--- src/rtl/core/imadec_pkg.sv ---
`timescale 1ns / 1ps

package imadec_pkg;

    localparam int QUEUE_DEPTH = 2;
    localparam int QUEUE_PTR_W = $clog2(QUEUE_DEPTH);
    localparam int QUEUE_CNT_W = $clog2(QUEUE_DEPTH + 1);

    localparam int APB_ADDR_W = 3;
    localparam int APB_DATA_W = 32;

    localparam logic REG_START_SAMPLE = 1'b0;
    localparam logic REG_START_INDEX  = 1'b1;

    localparam logic [6:0] MAX_STEP_INDEX = 7'd88;

    typedef struct packed {
        logic [7:0] code_byte;
        logic       restart;
        logic       block_end;
    } t_in_item;

    typedef struct packed {
        logic signed [15:0] pcm_sample;
        logic               second_of_pair;
        logic               block_last;
    } t_out_item;

    typedef struct packed {
        logic [3:0] code;
        logic       restart;
        logic       second;
        logic       block_last;
    } t_nib;

    typedef struct packed {
        logic signed [15:0] start_sample;
        logic [6:0]         start_index;
    } t_cfg;

    function automatic logic signed [4:0] index_adjust(input logic [2:0] mag);
        logic signed [4:0] adj;
        case (mag)
            3'd4:    adj = 5'sd2;
            3'd5:    adj = 5'sd4;
            3'd6:    adj = 5'sd6;
            3'd7:    adj = 5'sd8;
            default: adj = -5'sd1;
        endcase
        return adj;
    endfunction

    function automatic logic [14:0] step_lookup(input logic [6:0] idx);
        logic [14:0] s;
        case (idx)
            7'd0:  s = 15'd7;     7'd1:  s = 15'd8;     7'd2:  s = 15'd9;
            7'd3:  s = 15'd10;    7'd4:  s = 15'd11;    7'd5:  s = 15'd12;
            7'd6:  s = 15'd13;    7'd7:  s = 15'd14;    7'd8:  s = 15'd16;
            7'd9:  s = 15'd17;    7'd10: s = 15'd19;    7'd11: s = 15'd21;
            7'd12: s = 15'd23;    7'd13: s = 15'd25;    7'd14: s = 15'd28;
            7'd15: s = 15'd31;    7'd16: s = 15'd34;    7'd17: s = 15'd37;
            7'd18: s = 15'd41;    7'd19: s = 15'd45;    7'd20: s = 15'd50;
            7'd21: s = 15'd55;    7'd22: s = 15'd60;    7'd23: s = 15'd66;
            7'd24: s = 15'd73;    7'd25: s = 15'd80;    7'd26: s = 15'd88;
            7'd27: s = 15'd97;    7'd28: s = 15'd107;   7'd29: s = 15'd118;
            7'd30: s = 15'd130;   7'd31: s = 15'd143;   7'd32: s = 15'd157;
            7'd33: s = 15'd173;   7'd34: s = 15'd190;   7'd35: s = 15'd209;
            7'd36: s = 15'd230;   7'd37: s = 15'd253;   7'd38: s = 15'd279;
            7'd39: s = 15'd307;   7'd40: s = 15'd337;   7'd41: s = 15'd371;
            7'd42: s = 15'd408;   7'd43: s = 15'd449;   7'd44: s = 15'd494;
            7'd45: s = 15'd544;   7'd46: s = 15'd598;   7'd47: s = 15'd658;
            7'd48: s = 15'd724;   7'd49: s = 15'd796;   7'd50: s = 15'd876;
            7'd51: s = 15'd963;   7'd52: s = 15'd1060;  7'd53: s = 15'd1166;
            7'd54: s = 15'd1282;  7'd55: s = 15'd1411;  7'd56: s = 15'd1552;
            7'd57: s = 15'd1707;  7'd58: s = 15'd1878;  7'd59: s = 15'd2066;
            7'd60: s = 15'd2272;  7'd61: s = 15'd2499;  7'd62: s = 15'd2749;
            7'd63: s = 15'd3024;  7'd64: s = 15'd3327;  7'd65: s = 15'd3660;
            7'd66: s = 15'd4026;  7'd67: s = 15'd4428;  7'd68: s = 15'd4871;
            7'd69: s = 15'd5358;  7'd70: s = 15'd5894;  7'd71: s = 15'd6484;
            7'd72: s = 15'd7132;  7'd73: s = 15'd7845;  7'd74: s = 15'd8630;
            7'd75: s = 15'd9493;  7'd76: s = 15'd10442; 7'd77: s = 15'd11487;
            7'd78: s = 15'd12635; 7'd79: s = 15'd13899; 7'd80: s = 15'd15289;
            7'd81: s = 15'd16818; 7'd82: s = 15'd18500; 7'd83: s = 15'd20350;
            7'd84: s = 15'd22385; 7'd85: s = 15'd24623; 7'd86: s = 15'd27086;
            7'd87: s = 15'd29794;
            default: s = 15'd32767;
        endcase
        return s;
    endfunction

endpackage

--- src/rtl/core/ima_adpcm_decoder.sv ---
`timescale 1ns / 1ps
// Channel  | Direction | Handshake                     | Payload
// input    | in        | i_in_valid / o_in_ready       | i_in_item (t_in_item)
// output   | out       | o_out_valid / i_out_ready     | o_out_item (t_out_item)
// config   | in        | psel, penable, pwrite, pready | paddr, pwdata, prdata
//
// Each item yields two samples, one per cycle unless the output stalls. A new item can
// be taken as the high nibble of the last one is pushed. The limit is the single nibble
// decoder in the back end, which updates the predictor and step index once per cycle
// when not stalled. Reset is synchronous and active low and clears the control state,
// the predictor, the step index and both configuration registers. A stall on the output
// fills the two-entry queue and then holds off new items.

module ima_adpcm_decoder (
    input  logic                                  i_clk,
    input  logic                                  i_rst_n,
    input  logic                                  i_in_valid,
    output logic                                  o_in_ready,
    input  imadec_pkg::t_in_item                  i_in_item,
    output logic                                  o_out_valid,
    input  logic                                  i_out_ready,
    output imadec_pkg::t_out_item                 o_out_item,
    input  logic                                  psel,
    input  logic                                  penable,
    input  logic                                  pwrite,
    input  logic [imadec_pkg::APB_ADDR_W-1:0]     paddr,
    input  logic [imadec_pkg::APB_DATA_W-1:0]     pwdata,
    output logic [imadec_pkg::APB_DATA_W-1:0]     prdata,
    output logic                                  pready
);

    logic [15:0]       r_start_sample;
    logic [6:0]        r_start_index;
    logic              cfg_write;
    imadec_pkg::t_cfg  cfg;

    logic              push;
    logic              can_push;
    imadec_pkg::t_nib  push_nib;
    logic              pop;
    logic              not_empty;
    imadec_pkg::t_nib  head;

    assign pready    = 1'b1;
    assign cfg_write = psel && penable && pwrite && pready;

    always_ff @(posedge i_clk) begin
        if (!i_rst_n) begin
            r_start_sample <= '0;
            r_start_index  <= '0;
        end else if (cfg_write) begin
            case (paddr[2])
                imadec_pkg::REG_START_SAMPLE: r_start_sample <= pwdata[15:0];
                imadec_pkg::REG_START_INDEX:  r_start_index  <= pwdata[6:0];
                default: ;
            endcase
        end
    end

    always_comb begin
        case (paddr[2])
            imadec_pkg::REG_START_SAMPLE: prdata = {16'b0, r_start_sample};
            imadec_pkg::REG_START_INDEX:  prdata = {25'b0, r_start_index};
            default:                      prdata = '0;
        endcase
    end

    assign cfg.start_sample = $signed(r_start_sample);
    assign cfg.start_index  = r_start_index;

    imadec_front u_front (
        .i_clk      (i_clk),
        .i_rst_n    (i_rst_n),
        .i_in_valid (i_in_valid),
        .o_in_ready (o_in_ready),
        .i_in_item  (i_in_item),
        .i_can_push (can_push),
        .o_push     (push),
        .o_push_nib (push_nib)
    );

    imadec_queue u_queue (
        .i_clk       (i_clk),
        .i_rst_n     (i_rst_n),
        .i_push      (push),
        .i_push_nib  (push_nib),
        .o_can_push  (can_push),
        .i_pop       (pop),
        .o_not_empty (not_empty),
        .o_head      (head)
    );

    imadec_back u_back (
        .i_clk       (i_clk),
        .i_rst_n     (i_rst_n),
        .i_not_empty (not_empty),
        .i_head      (head),
        .o_pop       (pop),
        .i_cfg       (cfg),
        .o_out_valid (o_out_valid),
        .i_out_ready (i_out_ready),
        .o_out_item  (o_out_item)
    );

endmodule

--- src/rtl/core/imadec_front.sv ---
`timescale 1ns / 1ps

module imadec_front (
    input  logic                i_clk,
    input  logic                i_rst_n,
    input  logic                i_in_valid,
    output logic                o_in_ready,
    input  imadec_pkg::t_in_item i_in_item,
    input  logic                i_can_push,
    output logic                o_push,
    output imadec_pkg::t_nib    o_push_nib
);

    logic                 r_busy;
    logic                 r_phase;
    imadec_pkg::t_in_item r_item;
    logic                 accept;

    assign o_push     = r_busy && i_can_push;
    assign o_in_ready = !r_busy || (r_phase && o_push);
    assign accept     = i_in_valid && o_in_ready;

    always_comb begin
        if (r_phase) begin
            o_push_nib.code       = r_item.code_byte[7:4];
            o_push_nib.restart    = 1'b0;
            o_push_nib.second     = 1'b1;
            o_push_nib.block_last = r_item.block_end;
        end else begin
            o_push_nib.code       = r_item.code_byte[3:0];
            o_push_nib.restart    = r_item.restart;
            o_push_nib.second     = 1'b0;
            o_push_nib.block_last = 1'b0;
        end
    end

    always_ff @(posedge i_clk) begin
        if (!i_rst_n) begin
            r_busy  <= 1'b0;
            r_phase <= 1'b0;
        end else if (accept) begin
            r_busy  <= 1'b1;
            r_phase <= 1'b0;
        end else if (o_push) begin
            if (r_phase) begin
                r_busy <= 1'b0;
            end
            r_phase <= !r_phase;
        end
    end

    always_ff @(posedge i_clk) begin
        if (accept) begin
            r_item <= i_in_item;
        end
    end

endmodule

--- src/rtl/core/imadec_queue.sv ---
`timescale 1ns / 1ps

module imadec_queue (
    input  logic             i_clk,
    input  logic             i_rst_n,
    input  logic             i_push,
    input  imadec_pkg::t_nib i_push_nib,
    output logic             o_can_push,
    input  logic             i_pop,
    output logic             o_not_empty,
    output imadec_pkg::t_nib o_head
);

    imadec_pkg::t_nib                     r_mem [imadec_pkg::QUEUE_DEPTH];
    logic [imadec_pkg::QUEUE_PTR_W-1:0]   r_wptr;
    logic [imadec_pkg::QUEUE_PTR_W-1:0]   r_rptr;
    logic [imadec_pkg::QUEUE_CNT_W-1:0]   r_count;
    logic                                 full;

    assign full        = r_count == imadec_pkg::QUEUE_CNT_W'(imadec_pkg::QUEUE_DEPTH);
    assign o_can_push  = !full || i_pop;
    assign o_not_empty = r_count != '0;
    assign o_head      = r_mem[r_rptr];

    always_ff @(posedge i_clk) begin
        if (!i_rst_n) begin
            r_wptr  <= '0;
            r_rptr  <= '0;
            r_count <= '0;
        end else begin
            if (i_push) begin
                r_wptr <= (r_wptr == imadec_pkg::QUEUE_PTR_W'(imadec_pkg::QUEUE_DEPTH - 1))
                    ? '0 : r_wptr + 1'b1;
            end
            if (i_pop) begin
                r_rptr <= (r_rptr == imadec_pkg::QUEUE_PTR_W'(imadec_pkg::QUEUE_DEPTH - 1))
                    ? '0 : r_rptr + 1'b1;
            end
            if (i_push && !i_pop) begin
                r_count <= r_count + 1'b1;
            end else if (i_pop && !i_push) begin
                r_count <= r_count - 1'b1;
            end
        end
    end

    always_ff @(posedge i_clk) begin
        if (i_push) begin
            r_mem[r_wptr] <= i_push_nib;
        end
    end

endmodule

--- src/rtl/core/imadec_back.sv ---
`timescale 1ns / 1ps

module imadec_back (
    input  logic                  i_clk,
    input  logic                  i_rst_n,
    input  logic                  i_not_empty,
    input  imadec_pkg::t_nib      i_head,
    output logic                  o_pop,
    input  imadec_pkg::t_cfg      i_cfg,
    output logic                  o_out_valid,
    input  logic                  i_out_ready,
    output imadec_pkg::t_out_item o_out_item
);

    logic                  r_out_valid;
    imadec_pkg::t_out_item r_out_item;
    logic signed [15:0]    r_pred;
    logic [6:0]            r_idx;

    logic signed [15:0] cur_pred;
    logic [6:0]         cur_idx;
    logic [6:0]         start_idx;
    logic [14:0]        step;
    logic [16:0]        mag_sum;
    logic signed [17:0] delta;
    logic signed [17:0] sum;
    logic signed [4:0]  adj;
    logic signed [8:0]  idx_sum;
    logic signed [15:0] n_pred;
    logic [6:0]         n_idx;

    assign o_pop       = i_not_empty && (!r_out_valid || i_out_ready);
    assign o_out_valid = r_out_valid;
    assign o_out_item  = r_out_item;

    always_comb begin
        start_idx = (i_cfg.start_index > imadec_pkg::MAX_STEP_INDEX)
            ? imadec_pkg::MAX_STEP_INDEX : i_cfg.start_index;
        cur_pred  = i_head.restart ? i_cfg.start_sample : r_pred;
        cur_idx   = i_head.restart ? start_idx : r_idx;
        step      = imadec_pkg::step_lookup(cur_idx);

        mag_sum = {5'b0, step[14:3]}
            + (i_head.code[2] ? {2'b0, step} : 17'd0)
            + (i_head.code[1] ? {3'b0, step[14:1]} : 17'd0)
            + (i_head.code[0] ? {4'b0, step[14:2]} : 17'd0);
        delta = i_head.code[3] ? -$signed({1'b0, mag_sum}) : $signed({1'b0, mag_sum});
        sum   = $signed({{2{cur_pred[15]}}, cur_pred}) + delta;

        if (sum > 18'sd32767) begin
            n_pred = 16'sh7FFF;
        end else if (sum < -18'sd32768) begin
            n_pred = 16'sh8000;
        end else begin
            n_pred = sum[15:0];
        end

        adj     = imadec_pkg::index_adjust(i_head.code[2:0]);
        idx_sum = $signed({2'b0, cur_idx}) + $signed({{4{adj[4]}}, adj});
        if (idx_sum < 9'sd0) begin
            n_idx = 7'd0;
        end else if (idx_sum > $signed({2'b0, imadec_pkg::MAX_STEP_INDEX})) begin
            n_idx = imadec_pkg::MAX_STEP_INDEX;
        end else begin
            n_idx = idx_sum[6:0];
        end
    end

    always_ff @(posedge i_clk) begin
        if (!i_rst_n) begin
            r_out_valid <= 1'b0;
            r_pred      <= '0;
            r_idx       <= '0;
        end else if (o_pop) begin
            r_out_valid <= 1'b1;
            r_pred      <= n_pred;
            r_idx       <= n_idx;
        end else if (i_out_ready) begin
            r_out_valid <= 1'b0;
        end
    end

    always_ff @(posedge i_clk) begin
        if (o_pop) begin
            r_out_item.pcm_sample     <= n_pred;
            r_out_item.second_of_pair <= i_head.second;
            r_out_item.block_last     <= i_head.block_last;
        end
    end

endmodule

--- config.mk ---
export PLATFORM = sky130hd
export DESIGN_NAME = ima_adpcm_decoder
export DESIGN_NICKNAME = d
export VERILOG_FILES = /design/src/rtl/core/imadec_pkg.sv /design/src/rtl/core/ima_adpcm_decoder.sv /design/src/rtl/core/imadec_front.sv /design/src/rtl/core/imadec_queue.sv /design/src/rtl/core/imadec_back.sv
export SDC_FILE = /design/constraint.sdc
export NUM_CORES = 1
export LEC_CHECK = 0
export ABC_AREA = 1
export BUFFER_PORTS_ARGS = -buffer_cell sky130_fd_sc_hd__buf_2
export CAP_MARGIN = 10
export CORE_AREA = 2 2 153 155
export CTS_CLUSTER_SIZE = 28
export DETAILED_ROUTE_END_ITERATION = 12
export DIE_AREA = 0 0 155 157
export PLACE_DENSITY_LB_ADDON = 0.3
export SLEW_MARGIN = 25
export SYNTH_ARGS = -nofsm -noshare
export SYNTH_HDL_FRONTEND = slang
export SYNTH_SLANG_ARGS = --single-unit
--- constraint.sdc ---
create_clock -name i_clk -period 8.76 [get_ports i_clk]
set_clock_uncertainty 0.1 [all_clocks]
set_input_delay 0.876 -clock i_clk [delete_from_list [all_inputs] [get_ports i_clk]]
set_output_delay 0.876 -clock i_clk [all_outputs]
set_load 0.01 [all_outputs]
# After elaboration in Yosys (flattened, before gate mapping)
# Memory sizes are Yosys's and may differ from the RTL's. A register that Yosys moved wholly into a read port is not among the register bits.
# Cells that the tools add are included.
[word_totals]
reg_bits = 81
latch_bits = 0
ram_bits = 14
mem_bits_ro = 1920
out_inout_bits = 53
memories = 2
[memory_table]
columns = ["memory", "words", "width", "read_ports", "rd_clocked_by_memory_dff", "wr", "line_no", "text"]
rows = [
  ["(no name shown)", 128, 15, 1, 0, 0, "imadec_pkg.sv:55", "case (idx)"],
  ["u_queue.r_mem", 2, 7, 1, 1, 1, "imadec_queue.sv:14", "imadec_pkg::t_nib r_mem [imadec_pkg::QUEUE_DEPTH];"],
]
[classes]
addsub = 10
n_mul = 0
div = 0
order_cmp = 5
eq_ne = 5
n_shift = 0
n_mux = 27
bitwise_logic = 2
reduce_logical = 26
[op_table]
columns = ["operator", "count"]
rows = [
  ["$pmux W32 S2", 1],
  ["$mux W16", 3],
  ["$mux W7", 5],
  ["$add A17 B17 Y17", 2],
  ["$pmux W5 S4", 1],
  ["$add A16 B18 Y18", 1],
  ["$gt A18 B16 Y1 const B", 1],
  ["$lt A18 B16 Y1 const B", 1],
  ["$mux W18", 1],
  ["$neg A17 Y18", 1],
  ["$add A12 B17 Y17", 1],
  ["$mux W15", 1],
  ["$mux W14", 1],
  ["$mux W13", 1],
  ["$eq A3 B3 Y1 const B", 4],
  ["$mux W1", 11],
  ["$reduce_bool A2 Y1", 5],
  ["$add A8 B5 Y9", 1],
  ["$gt A9 B8 Y1 const B", 1],
  ["$lt A9 B1 Y1 const B", 1],
  ["$logic_and A1 B1 Y1", 8],
  ["$gt A7 B7 Y1 const B", 1],
  ["$logic_not A1 Y1", 6],
  ["$reduce_and A2 Y1", 3],
  ["8 further kinds", 13],
]

# Depth between registers and ports, before layout
# Gate-level depths: netlist of the first run.
# An unclocked memory read counts as a cell.
[logic_depth]
depth_word = 14
mapped_depth = 54

# Modules after synthesis
# Synthesis of the first run repeated with hierarchy kept, for this count alone.
[unflattened]
cells_unflattened = 1381
area_unflattened_um2 = 9290.2
[modules_own_cells]
columns = ["module", "instances", "cells_each", "area_per_inst_um2", "seq_area_each_um2"]
rows = [
  ["imadec_back", 1, 1073, 6741.5, 1021.0],
  ["ima_adpcm_decoder", 1, 206, 1282.5, 460.4],
  ["imadec_queue", 1, 57, 768.2, 520.5],
  ["imadec_front", 1, 45, 498.0, 340.3],
]

# Worst setup path before layout of the first run
# OpenSTA, ideal clock, no wires.
[synth_timing]
kind = "register to register"
from = "mem u_queue.r_mem[0][2] (netlist bit)"
to = "reg u_back.r_out_item, in the netlist u_back.o_out_item[10], data pin"
setup_ps = 256
arrival_ps = 7190
path_slack_ps = 1214
stages_incl_launch_ff = 43
synth_period_minus_slack_ps = 7546
path_cell_list = "edfxtp_1 > o21ai_2 > inv_2 > buf_6 > o21ai_4 > inv_1 > ha_1 > or2_2 > nand2_1 > nand2_1 > o21ai_0 > o22ai_1 > o21ai_0 > nand2_1 > nand2_1 > nor2_1 > fa_1 > fa_1 > [7 not listed] > nor2_1 > nand2_1 > o21ai_1 > nand2_1 > nor2_1 > xor2_1 > inv_1 > ha_1 > inv_1 > nor3_1 > nand2_1 > o311ai_0 > inv_1 > nand3_2 > nand2_2 > o21ai_2 > buf_2 > nand2_1"
[synth_lines]
columns = ["item", "line_no", "text"]
rows = [
  ["start, declared", "imadec_queue.sv:14", ""],
  ["end, declared", "imadec_back.sv:16", "imadec_pkg::t_out_item r_out_item;"],
]

# Worst setup path after layout of the first run
[layout_timing]
from = "reg r_start_index[3]"
to = "reg u_back.r_pred[7]"
[layout_between]
elab_chain_len = 14
elab_cells_between_ends = 17
[layout_rtl]
columns = ["item", "line_no", "text"]
rows = [
  ["start, declared", "ima_adpcm_decoder.sv:33", "logic [6:0] r_start_index;"],
  ["start signal, assigned", "ima_adpcm_decoder.sv:54", "imadec_pkg::REG_START_INDEX: r_start_index <= pwdata[6:0];"],
  ["$gt A7 B7 Y1", "imadec_back.sv:37", "start_idx = (i_cfg.start_index > imadec_pkg::MAX_STEP_INDEX)"],
  ["$mux W7 (*)", "imadec_back.sv:38", "? imadec_pkg::MAX_STEP_INDEX : i_cfg.start_index;"],
  ["$mux W7 (*)", "imadec_back.sv:40", "cur_idx = i_head.restart ? start_idx : r_idx;"],
  ["$mem_v2 Z128 W15 (*)", "n/a", ""],
  ["$mux W15", "imadec_back.sv:44", "+ (i_head.code[2] ? {2'b0, step} : 17'd0)"],
  ["$add A12 B17 Y17", "imadec_back.sv:44", ""],
  ["$add A17 B17 Y17", "imadec_back.sv:45", "+ (i_head.code[1] ? {3'b0, step[14:1]} : 17'd0)"],
  ["$add A17 B17 Y17 (*)", "imadec_back.sv:46", "+ (i_head.code[0] ? {4'b0, step[14:2]} : 17'd0);"],
  ["$neg A17 Y18", "imadec_back.sv:47", "delta = i_head.code[3] ? -$signed({1'b0, mag_sum}) : $signed({1'b0, mag_sum});"],
  ["$mux W18 (*)", "imadec_back.sv:47", ""],
  ["$add A16 B18 Y18 (*)", "imadec_back.sv:48", "sum = $signed({{2{cur_pred[15]}}, cur_pred}) + delta;"],
  ["$lt A18 B16 Y1", "imadec_back.sv:52", "end else if (sum < -18'sd32768) begin"],
  ["$mux W16", "imadec_back.sv:52", ""],
  ["$mux W16 (*)", "imadec_back.sv:50", "if (sum > 18'sd32767) begin"],
  ["end signal, assigned", "imadec_back.sv:76", "r_pred <= n_pred;"],
  ["end, declared", "imadec_back.sv:17", "logic signed [15:0] r_pred;"],
]
# Mark *: on every way between the ends. The rest lies on a longest branch, timed or not.
# A chain may end at the register's enable or synchronous reset.

==> flow_metrics.py, run 1 <==
metrics = {
    "outcome": {
        "outcome": "completed",
    },
    "synth": {
        "netlist_area_mm2": 0.00898,
        "async_reset_ff_share_pct": 0,
        "synth-seq-area-share_pct": 26.1,
        "yosysTopAreaCellShare_pct": 15.0,
        "ys_ff_latch": 96,
        "syn_inst": 1347,
        "synth-edff-count": 42,
        "yosysUniqueCellTypes": 51,
        "ys.flop_type": "dfxtp_1",
        "syn_area_per_cell_um2": 6.66,
        "netlist_top_cells_area": "nand2_1 15%, edfxtp_1 14%, dfxtp_1 12%, inv_1 8.0%, ha_1 7.7%",
        "yosys_warnings": 0,
        "synth_area_leader_cell": "nand2_1",
    },
    "detailed_routing": {
        "drtIter0Drc": 587,
        "routed.top_layer": "met4",
        "wirelength_met1_um": 11200,
        "post_drt_wl_per_cell_um": 14.1,
        "firstDrtPassIters": 5,
        "via_count": 8656,
        "vias_per_cell": 5.07,
        "ant_nets": 0,
        "wl_met3_um": 1310,
        "drt-total-wl_um": 24100,
        "drcViolationCount": 0,
        "wl_met2_um": 11200,
    },
    "timing": {
        "maxSlewHeadroom_pct": 37.2,
        "final_hold_viol_count": 0,
        "min_period_ps": 8140,
        "tightest_slew_ps": 941,
        "setup-violations-final": 0,
        "final.period_utilization_pct": 92.9,
        "slew_violations": 0,
        "fmax_mhz": 123,
        "hold-worst-slack_ps": 351,
        "finalSetupTns_ps": 0,
        "layout_setup_ws_ps": 623,
    },
    "place": {
        "post-place-ws_ps": 103,
        "place_inst": 1685,
        "port_buffers": 69,
        "gp_congestion": 0.979,
        "dp_hpwl_um": 19100,
    },
    "clocking": {
        "htreeDepth": 3,
        "clockBufferDepth": 2,
        "cts.sinks": 96,
        "clk_pin_slew_ps": 70,
        "numCtsBuffers": 9,
        "hold_buffers": 0,
        "clk_latency_ps": 350,
        "clockRootBuffer": "clkbuf_16",
        "cts_tree": "yes",
    },
    "global_routing": {
        "antenna_found_initial": 0,
        "grt_pass1_wl_um": 39500,
        "first_global_vias": 8066,
        "grt_usage_pct": 20.1,
        "globalRouteOverflowTotal": 0,
        "grt_max_degree": 57,
    },
    "die": {
        "io_pins": 105,
        "die_w_um": 155,
        "dieHeight_um": 157,
        "design.core.area_mm2": 0.0225,
        "initial_core_util_pct": 39.9,
        "die_area_mm2": 0.0243,
        "rows": 55,
    },
    "worst_setup_path": {
        "cp-start-kind": "flop",
        "required_ps": 8900,
        "crit_fanout": 30,
        "reg2reg_depth": 48,
        "crit_top_cell": "nand2_1",
        "crit_type": "reg2reg",
        "arrival_ps": 8280,
        "cp_slowest_cell": "fa_1",
        "slowest_delay_ps": 580,
        "end_kind": "flop",
    },
    "run": {
        "max_cap_viol_count": 0,
    },
    "final_layout": {
        "nFillCells": 2340,
        "drive_gt1_share_pct": 12.4,
        "multi_input_area_mm2": 0.00564,
        "syn2layout_area_growth_pct": 12.0,
        "insertedDiodeCount": 0,
        "layout.nets": 1550,
        "finalNonFillerCells": 1706,
        "seq_area_mm2": 0.00234,
    },
    "min_path": {
        "whs_path_depth": 1,
        "hp-class": "reg2reg",
    },
}
## critical path, delay by kind of cell, from the launching register on
family	cells	cell delay, ps
simple gates	26	3130
fa+ha+maj	6	2260
compound gates	7	1130
buf+inv	8	820
flops	1	420
xor+xnor	1	160
## sequential cells by signal (all words and copies together) (netlist names), named ones only
register            cells
u_back.r_pred          16
r_start_index           7
u_front.r_item         10
u_front.r_busy          1
u_queue.r_count         2
u_back.o_out_valid      1
u_back.o_out_item      18
u_queue.r_wptr          1
u_back.r_idx            7
r_start_sample         16
u_queue.r_rptr          1
u_front.r_phase         1
u_queue.r_mem          14
## synth_stat cells (6+ instances only)
cell and instances:
a21oi_1 95, nor2_1 151, o211ai_1 9, inv_2 6, clkbuf_1 32, nand2_2 15, dfxtp_1 54, ha_1 55
xnor2_1 9, o21ai_2 6, buf_4 20, xor2_1 24, inv_1 191, nand4_1 11, a31oi_1 10, nand2_1 359
fa_1 27, edfxtp_1 42, nand3_1 70, o21ai_0 88
## logic make-up (layout without fill, tap and decap cells)
kind of cell	count (synthesis)	after routing	share of synthesized area, %
flip-flops	96	96	26.1
other	2	17	0.0837
AO/OA/AOI/OAI	239	239	15.2
adder cells (fa/ha/maj)	82	82	13.7
AND/OR/NAND/NOR	633	633	29.4
XOR/XNOR	33	33	3.22
buffers and inverters	262	321	12.3
## metal layers
metal  up-vias  GRT usage [%]
met4         0           4.23
li1       4426              -
met2       229           33.8
met3        28           3.72
met1      3973           26.9
met5         -              0
## placed cells by master (no fill, tap or decap), types with 5 or more instances in the layout
cell | synthesis | layout
ha_1 | 55 | 55
nand2_2 | 15 | 15
nand3b_1 | 5 | 5
inv_2 | 6 | 6
nand2_1 | 359 | 359
xnor2_1 | 9 | 9
edfxtp_1 | 42 | 42
a31oi_1 | 10 | 9
o21ai_0 | 88 | 88
nor2_1 | 151 | 150
buf_4 | 20 | 33
conb_1 | 2 | 17
inv_1 | 191 | 190
o211ai_1 | 9 | 9
fa_1 | 27 | 27
o21ai_2 | 6 | 6
xor2_1 | 24 | 24
nand4_1 | 11 | 11
dfxtp_1 | 54 | 52
buf_2 | 4 | 69
nand3_1 | 70 | 70
a21oi_1 | 95 | 93
clkbuf_16 | 0 | 9
## path summary, 6_finish.rpt
path                                                    start                            end  slack [ps]
worst max register to register  r_start_index[3]$_SDFFE_PN0P_  u_back.r_pred[7]$_SDFFE_PN0P_         620
worst min-delay path              u_queue.r_rptr$_SDFFE_PN0P_                           flop         350
worst max-delay path            r_start_index[3]$_SDFFE_PN0P_  u_back.r_pred[7]$_SDFFE_PN0P_         620
worst min register to register    u_queue.r_rptr$_SDFFE_PN0P_                           flop         350
## cell type report
class	instances	share of cell area [%]
Clock buffer	9	2.24
Clock inverter	7	0.921
Inverter	200	7.50
Multi-Input combinational cell	1004	56.1
Sequential cell	96	23.3
Tap cell	285	3.55
Timing Repair Buffer	105	6.41
## through the flow
step / utilization (%) / instance area [um2]
3_3_place_gp: 42.9 / 9650
4_1_cts: 44.3 / 9970
2_1_floorplan: - / 9030
5_1_grt: 44.7 / 10100
6_report: 44.7 / 10100
3_5_place_dp: 42.9 / 9650
## timing repair
| item | in CTS | in global routing |
|---|---|---|
| endpoints found under the setup margin | 0 | 32 |
| setup buffers | 0 | 5 |
| gates resized for setup | 0 | 12 |
Power of run 1 is left out: the tool's default activity adds up to more than one toggle a clock period on the data nets, which glitch-free logic cannot reach.
==> inputs of run 2 (changes only) <==
Settings changed: BUFFER_PORTS_ARGS -buffer_cell sky130_fd_sc_hd__buf_2 to -buffer_cell sky130_fd_sc_hd__clkbuf_2.
==> flow_metrics.py, run 2 (same netlist as run 1, synthesis figures left out) <==
metrics = {
    "outcome": {
        "outcome": "completed",
    },
    "run": {
        "max_cap_viol_count": 0,
    },
    "final_layout": {
        "final_cell_mix": "359 x nand2_1, 191 x inv_1, 149 x nor2_1",
        "syn2layout_area_growth_pct": 11.9,
        "nFillCells": 2329,
        "finalNonFillerCells": 1698,
        "layout.nets": 1542,
        "insertedDiodeCount": 0,
        "final_common_cell": "nand2_1",
        "multi_input_area_mm2": 0.00569,
        "largest_reg_flops": 18,
        "seq_area_mm2": 0.00235,
        "drive_gt1_share_pct": 12.4,
    },
    "detailed_routing": {
        "vias_per_cell": 5.11,
        "ant_nets": 0,
        "via_count": 8673,
        "drtIter0Drc": 549,
        "drt-total-wl_um": 24600,
        "post_drt_wl_per_cell_um": 14.5,
        "drcViolationCount": 0,
        "firstDrtPassIters": 7,
    },
    "clocking": {
        "cts.sinks": 96,
        "numCtsBuffers": 9,
        "clk_latency_ps": 360,
        "cts_tree": "yes",
        "clockBufferDepth": 2,
        "clockRootBuffer": "clkbuf_16",
        "clk_pin_slew_ps": 70,
        "htreeDepth": 3,
    },
    "die": {
        "rows": 55,
        "io_pins": 105,
        "die_w_um": 155,
        "design.core.area_mm2": 0.0225,
        "initial_core_util_pct": 39.9,
        "dieHeight_um": 157,
        "die_area_mm2": 0.0243,
    },
    "timing": {
        "grt_setup_unrepaired": "no",
        "finalSetupTns_ps": 0,
        "min_period_ps": 8080,
        "tightest_slew_ps": 1020,
        "final.period_utilization_pct": 92.3,
        "slew_violations": 0,
        "final_hold_viol_count": 0,
        "fmax_mhz": 124,
        "maxSlewHeadroom_pct": 31.7,
        "setup-violations-final": 0,
    },
    "global_routing": {
        "globalRouteOverflowTotal": 0,
        "first_global_vias": 8357,
        "antenna_found_initial": 0,
        "grt_pass1_wl_um": 41100,
        "grt_usage_pct": 20.8,
        "grt_max_degree": 57,
    },
    "worst_setup_path": {
        "slowest_delay_ps": 590,
        "crit_type": "reg2reg",
        "required_ps": 8910,
        "cp-start-kind": "flop",
        "cp_slowest_cell": "fa_1",
        "crit_top_cell": "nand2_1",
        "end_kind": "flop",
        "crit_fanout": 30,
        "arrival_ps": 8230,
    },
    "place": {
        "port_buffers": 69,
        "place_inst": 1680,
        "gp_congestion": 0.955,
        "dp_hpwl_um": 19400,
    },
    "min_path": {
        "hp-class": "reg2reg",
    },
}
==> run 2: cell count changes in the layout (fill, tap and decap cells not counted), sizes merged <==
cell / previous run / this run
clkinv: 5 / 7
buf: 105 / 28
clkbuf: 9 / 78
bufinv: 1 / 0
clkinvlp: 1 / 0
==> run 2: layout make-up <==
class	count	area share, %
clock buffers	9	2.24
clock inverters	7	0.860
inverters	200	7.50
multi-input cells	1004	56.7
flip-flops and latches	96	23.4
well taps	285	3.55
repair buffers	97	5.82
==> run 2: layer usage <==
metal | global-route usage, % | up-vias | share of wire, %
li1 | - | 4417 | -
met1 | 28.2 | 3991 | 46
met2 | 35.3 | 241 | 47
met3 | 2.97 | 24 | 5.7
met4 | 4.85 | 0 | 1.1
met5 | 0 | - | 0
==> run 2: metrics by stage <==
step	hold WS, ps	setup slack [ps]	instance area, um2	util [%]
5_1_grt	383	18.0	10000	44.6
3_3_place_gp	337	67.5	9620	42.7
3_5_place_dp	347	2.37	9620	42.7
6_report	352	678	10000	44.6
4_1_cts	355	92.1	9930	44.1
2_1_floorplan	324	1210	9030	-
==> run 2: path summary, 6_finish.rpt <==
kind,startpoint,to,slack (ps),depth (start not counted)
setup / recovery,r_start_index[3]$_SDFFE_PN0P_,u_back.r_pred[7]$_SDFFE_PN0P_,680,47
setup reg to reg,r_start_index[3]$_SDFFE_PN0P_,u_back.r_pred[7]$_SDFFE_PN0P_,680,47
hold reg to reg,u_queue.r_rptr$_SDFFE_PN0P_,u_queue.r_rptr$_SDFFE_PN0P_,350,1
hold / removal,u_queue.r_rptr$_SDFFE_PN0P_,u_queue.r_rptr$_SDFFE_PN0P_,350,1
==> run 2: critical path: cells and delay by family, from the launching register on <==
family / cells / cell delay (ps)
DFF: 1 / 390
adders and majority gates: 6 / 2350
and+or+nand+nor: 23 / 2710
buffers and inverters: 9 / 940
xor gates and xnor gates: 1 / 170
AOI/OAI and AO/OA: 8 / 1300
==> run 2: timing repair <==
| item | CTS | global route |
|---|---|---|
| hold buffers | 0 | 0 |
| gates resized for setup | 1 | 24 |
| endpoints found under the setup margin | 11 | 32 |
| buffers inserted | 0 | 2 |
| pin swaps | 0 | 1 |
Power of run 2 is left out for the same reason.
==> inputs of run 3 (changes only) <==
--- a/config.mk
+++ b/config.mk
@@ -15,2 +15,3 @@
 export PLACE_DENSITY_LB_ADDON = 0.3
+export RECOVER_POWER = 25
 export SLEW_MARGIN = 25
==> constraint.sdc (replaced) <==
create_clock -name i_clk -period 10.2 [get_ports i_clk]
set_clock_uncertainty 0.1 [all_clocks]
set_input_delay 1.02 -clock i_clk [delete_from_list [all_inputs] [get_ports i_clk]]
set_output_delay 1.02 -clock i_clk [all_outputs]
set_load 0.05 [all_outputs]
==> flow_metrics.py, run 3 (same netlist as run 1, synthesis figures left out) <==
metrics = {
    "worst_setup_path": {
        "crit_top_cell": "nand2_1",
        "crit_fanout": 15,
        "cp_slowest_cell": "dfxtp_1",
        "crit_type": "reg2reg",
        "slowest_delay_ps": 620,
        "arrival_ps": 9360,
        "cp-start-kind": "flop",
        "end_kind": "flop",
        "path_buf_inv": 8,
        "required_ps": 10360,
        "cpLargestDelayFamily": "simple AND/OR/NAND/NOR gates",
    },
    "final_layout": {
        "final_common_cell": "nand2_1",
        "syn2layout_area_growth_pct": 8.89,
        "multi_input_area_mm2": 0.00561,
        "largest_reg_flops": 18,
        "nFillCells": 2385,
        "final_cell_mix": "359 x nand2_1, 191 x inv_1, 151 x nor2_1",
        "drive_gt1_share_pct": 10.2,
        "finalNonFillerCells": 1681,
        "layout.nets": 1525,
        "insertedDiodeCount": 0,
        "seq_area_mm2": 0.00234,
    },
    "timing": {
        "final_hold_viol_count": 0,
        "slew_violations": 57,
        "grt_setup_unrepaired": "no",
        "setup-violations-final": 0,
        "layout_setup_ws_ps": 993,
        "maxSlewHeadroom_pct": -82.6,
        "min_period_ps": 9210,
        "finalSetupTns_ps": 0,
        "tightest_slew_ps": 2740,
        "fmax_mhz": 109,
        "final.period_utilization_pct": 90.3,
    },
    "min_path": {
        "hp-class": "reg2reg",
        "worstHoldStart": "u_back.r_idx[2]$_SDFFE_PN0P_",
    },
    "clocking": {
        "cts.sinks": 96,
        "clockRootBuffer": "clkbuf_16",
        "htreeDepth": 3,
        "clk_latency_ps": 350,
        "cts_tree": "yes",
        "numCtsBuffers": 9,
        "clockBufferDepth": 2,
        "clk_pin_slew_ps": 70,
    },
    "die": {
        "rows": 55,
        "die_area_mm2": 0.0243,
        "design.core.area_mm2": 0.0225,
        "die_w_um": 155,
        "io_pins": 105,
        "initial_core_util_pct": 39.9,
        "dieHeight_um": 157,
    },
    "detailed_routing": {
        "post_drt_wl_per_cell_um": 14.1,
        "drtIter0Drc": 678,
        "via_count": 8492,
        "drt-total-wl_um": 23700,
        "drcViolationCount": 0,
        "ant_nets": 0,
        "firstDrtPassIters": 5,
        "vias_per_cell": 5.05,
    },
    "run": {
        "max_cap_viol_count": 1,
    },
    "global_routing": {
        "first_global_vias": 8179,
        "grt_usage_pct": 20.0,
        "antenna_found_initial": 0,
        "grt_pass1_wl_um": 39600,
        "globalRouteOverflowTotal": 0,
        "grt_max_degree": 57,
    },
    "place": {
        "dp_hpwl_um": 18500,
        "port_buffers": 69,
        "post-place-ws_ps": 893,
        "gp_congestion": 0.955,
        "place_inst": 1665,
    },
    "outcome": {
        "violations": "capacitance limit, slew limit",
        "outcome": "complete, but fails checks",
    },
}
-- run 3: worst paths after layout --
kind	endpoint	depth (start not counted)	slack [ps]
worst max-delay path	u_back.r_pred[2]$_SDFFE_PN0P_	41	990
worst min-delay path	u_back.r_idx[2]$_SDFFE_PN0P_	2	370
worst max register to register	u_back.r_pred[2]$_SDFFE_PN0P_	41	990
worst min register to register	u_back.r_idx[2]$_SDFFE_PN0P_	2	370
-- run 3: area by class of cell --
cell class                 instances  share of cell area (%)
clock buffer                       9                    2.30
clock inverter                     7                   0.691
multi-input combinational       1004                    57.4
timing repair buffer              80                    4.34
inverter                         200                    7.68
tap                              285                    3.65
sequential                        96                    24.0
-- run 3: through the flow --
| stage | cell area [um2] | util [%] | hold slack [ps] |
|---|---|---|---|
| 6_report | 9780 | 43.4 | 370 |
| 5_1_grt | 9780 | 43.4 | 396 |
| 4_1_cts | 9780 | 43.5 | 363 |
| 3_5_place_dp | 9490 | 42.2 | 350 |
| 3_3_place_gp | 9480 | 42.1 | 339 |
| 2_1_floorplan | 9030 | - | 324 |
-- run 3: worst register-to-register path, delay by kind of cell (launching register included) --
family | cells | cell delay, ps
flip-flops | 1 | 620
buffers and inverters | 8 | 970
AO/OA/AOI/OAI | 7 | 1900
adder cells (fa/ha/maj) | 5 | 2190
AND/OR/NAND/NOR | 19 | 2970
XOR/XNOR | 2 | 380
-- run 3: what timing repair did --
| action | in CTS | in global routing |
|---|---|---|
| setup endpoints to repair | 0 | 3 |
| resized for setup | 0 | 1 |
| buffers inserted | 0 | 0 |
| hold buffers | 0 | 0 |
-- run 3: layer usage --
| metal | wire [um] | GRT usage [%] | part of all wire (%) | vias to the layer above |
|---|---|---|---|---|
| li1 | - | - | - | 4379 |
| met1 | 10900 | 26.4 | 46 | 3843 |
| met2 | 11000 | 34.0 | 46 | 227 |
| met3 | 1370 | 3.52 | 5.8 | 43 |
| met4 | 471 | 5.07 | 2.0 | 0 |
| met5 | 0 | 0 | 0 | - |
Power of run 3 is left out for the same reason.
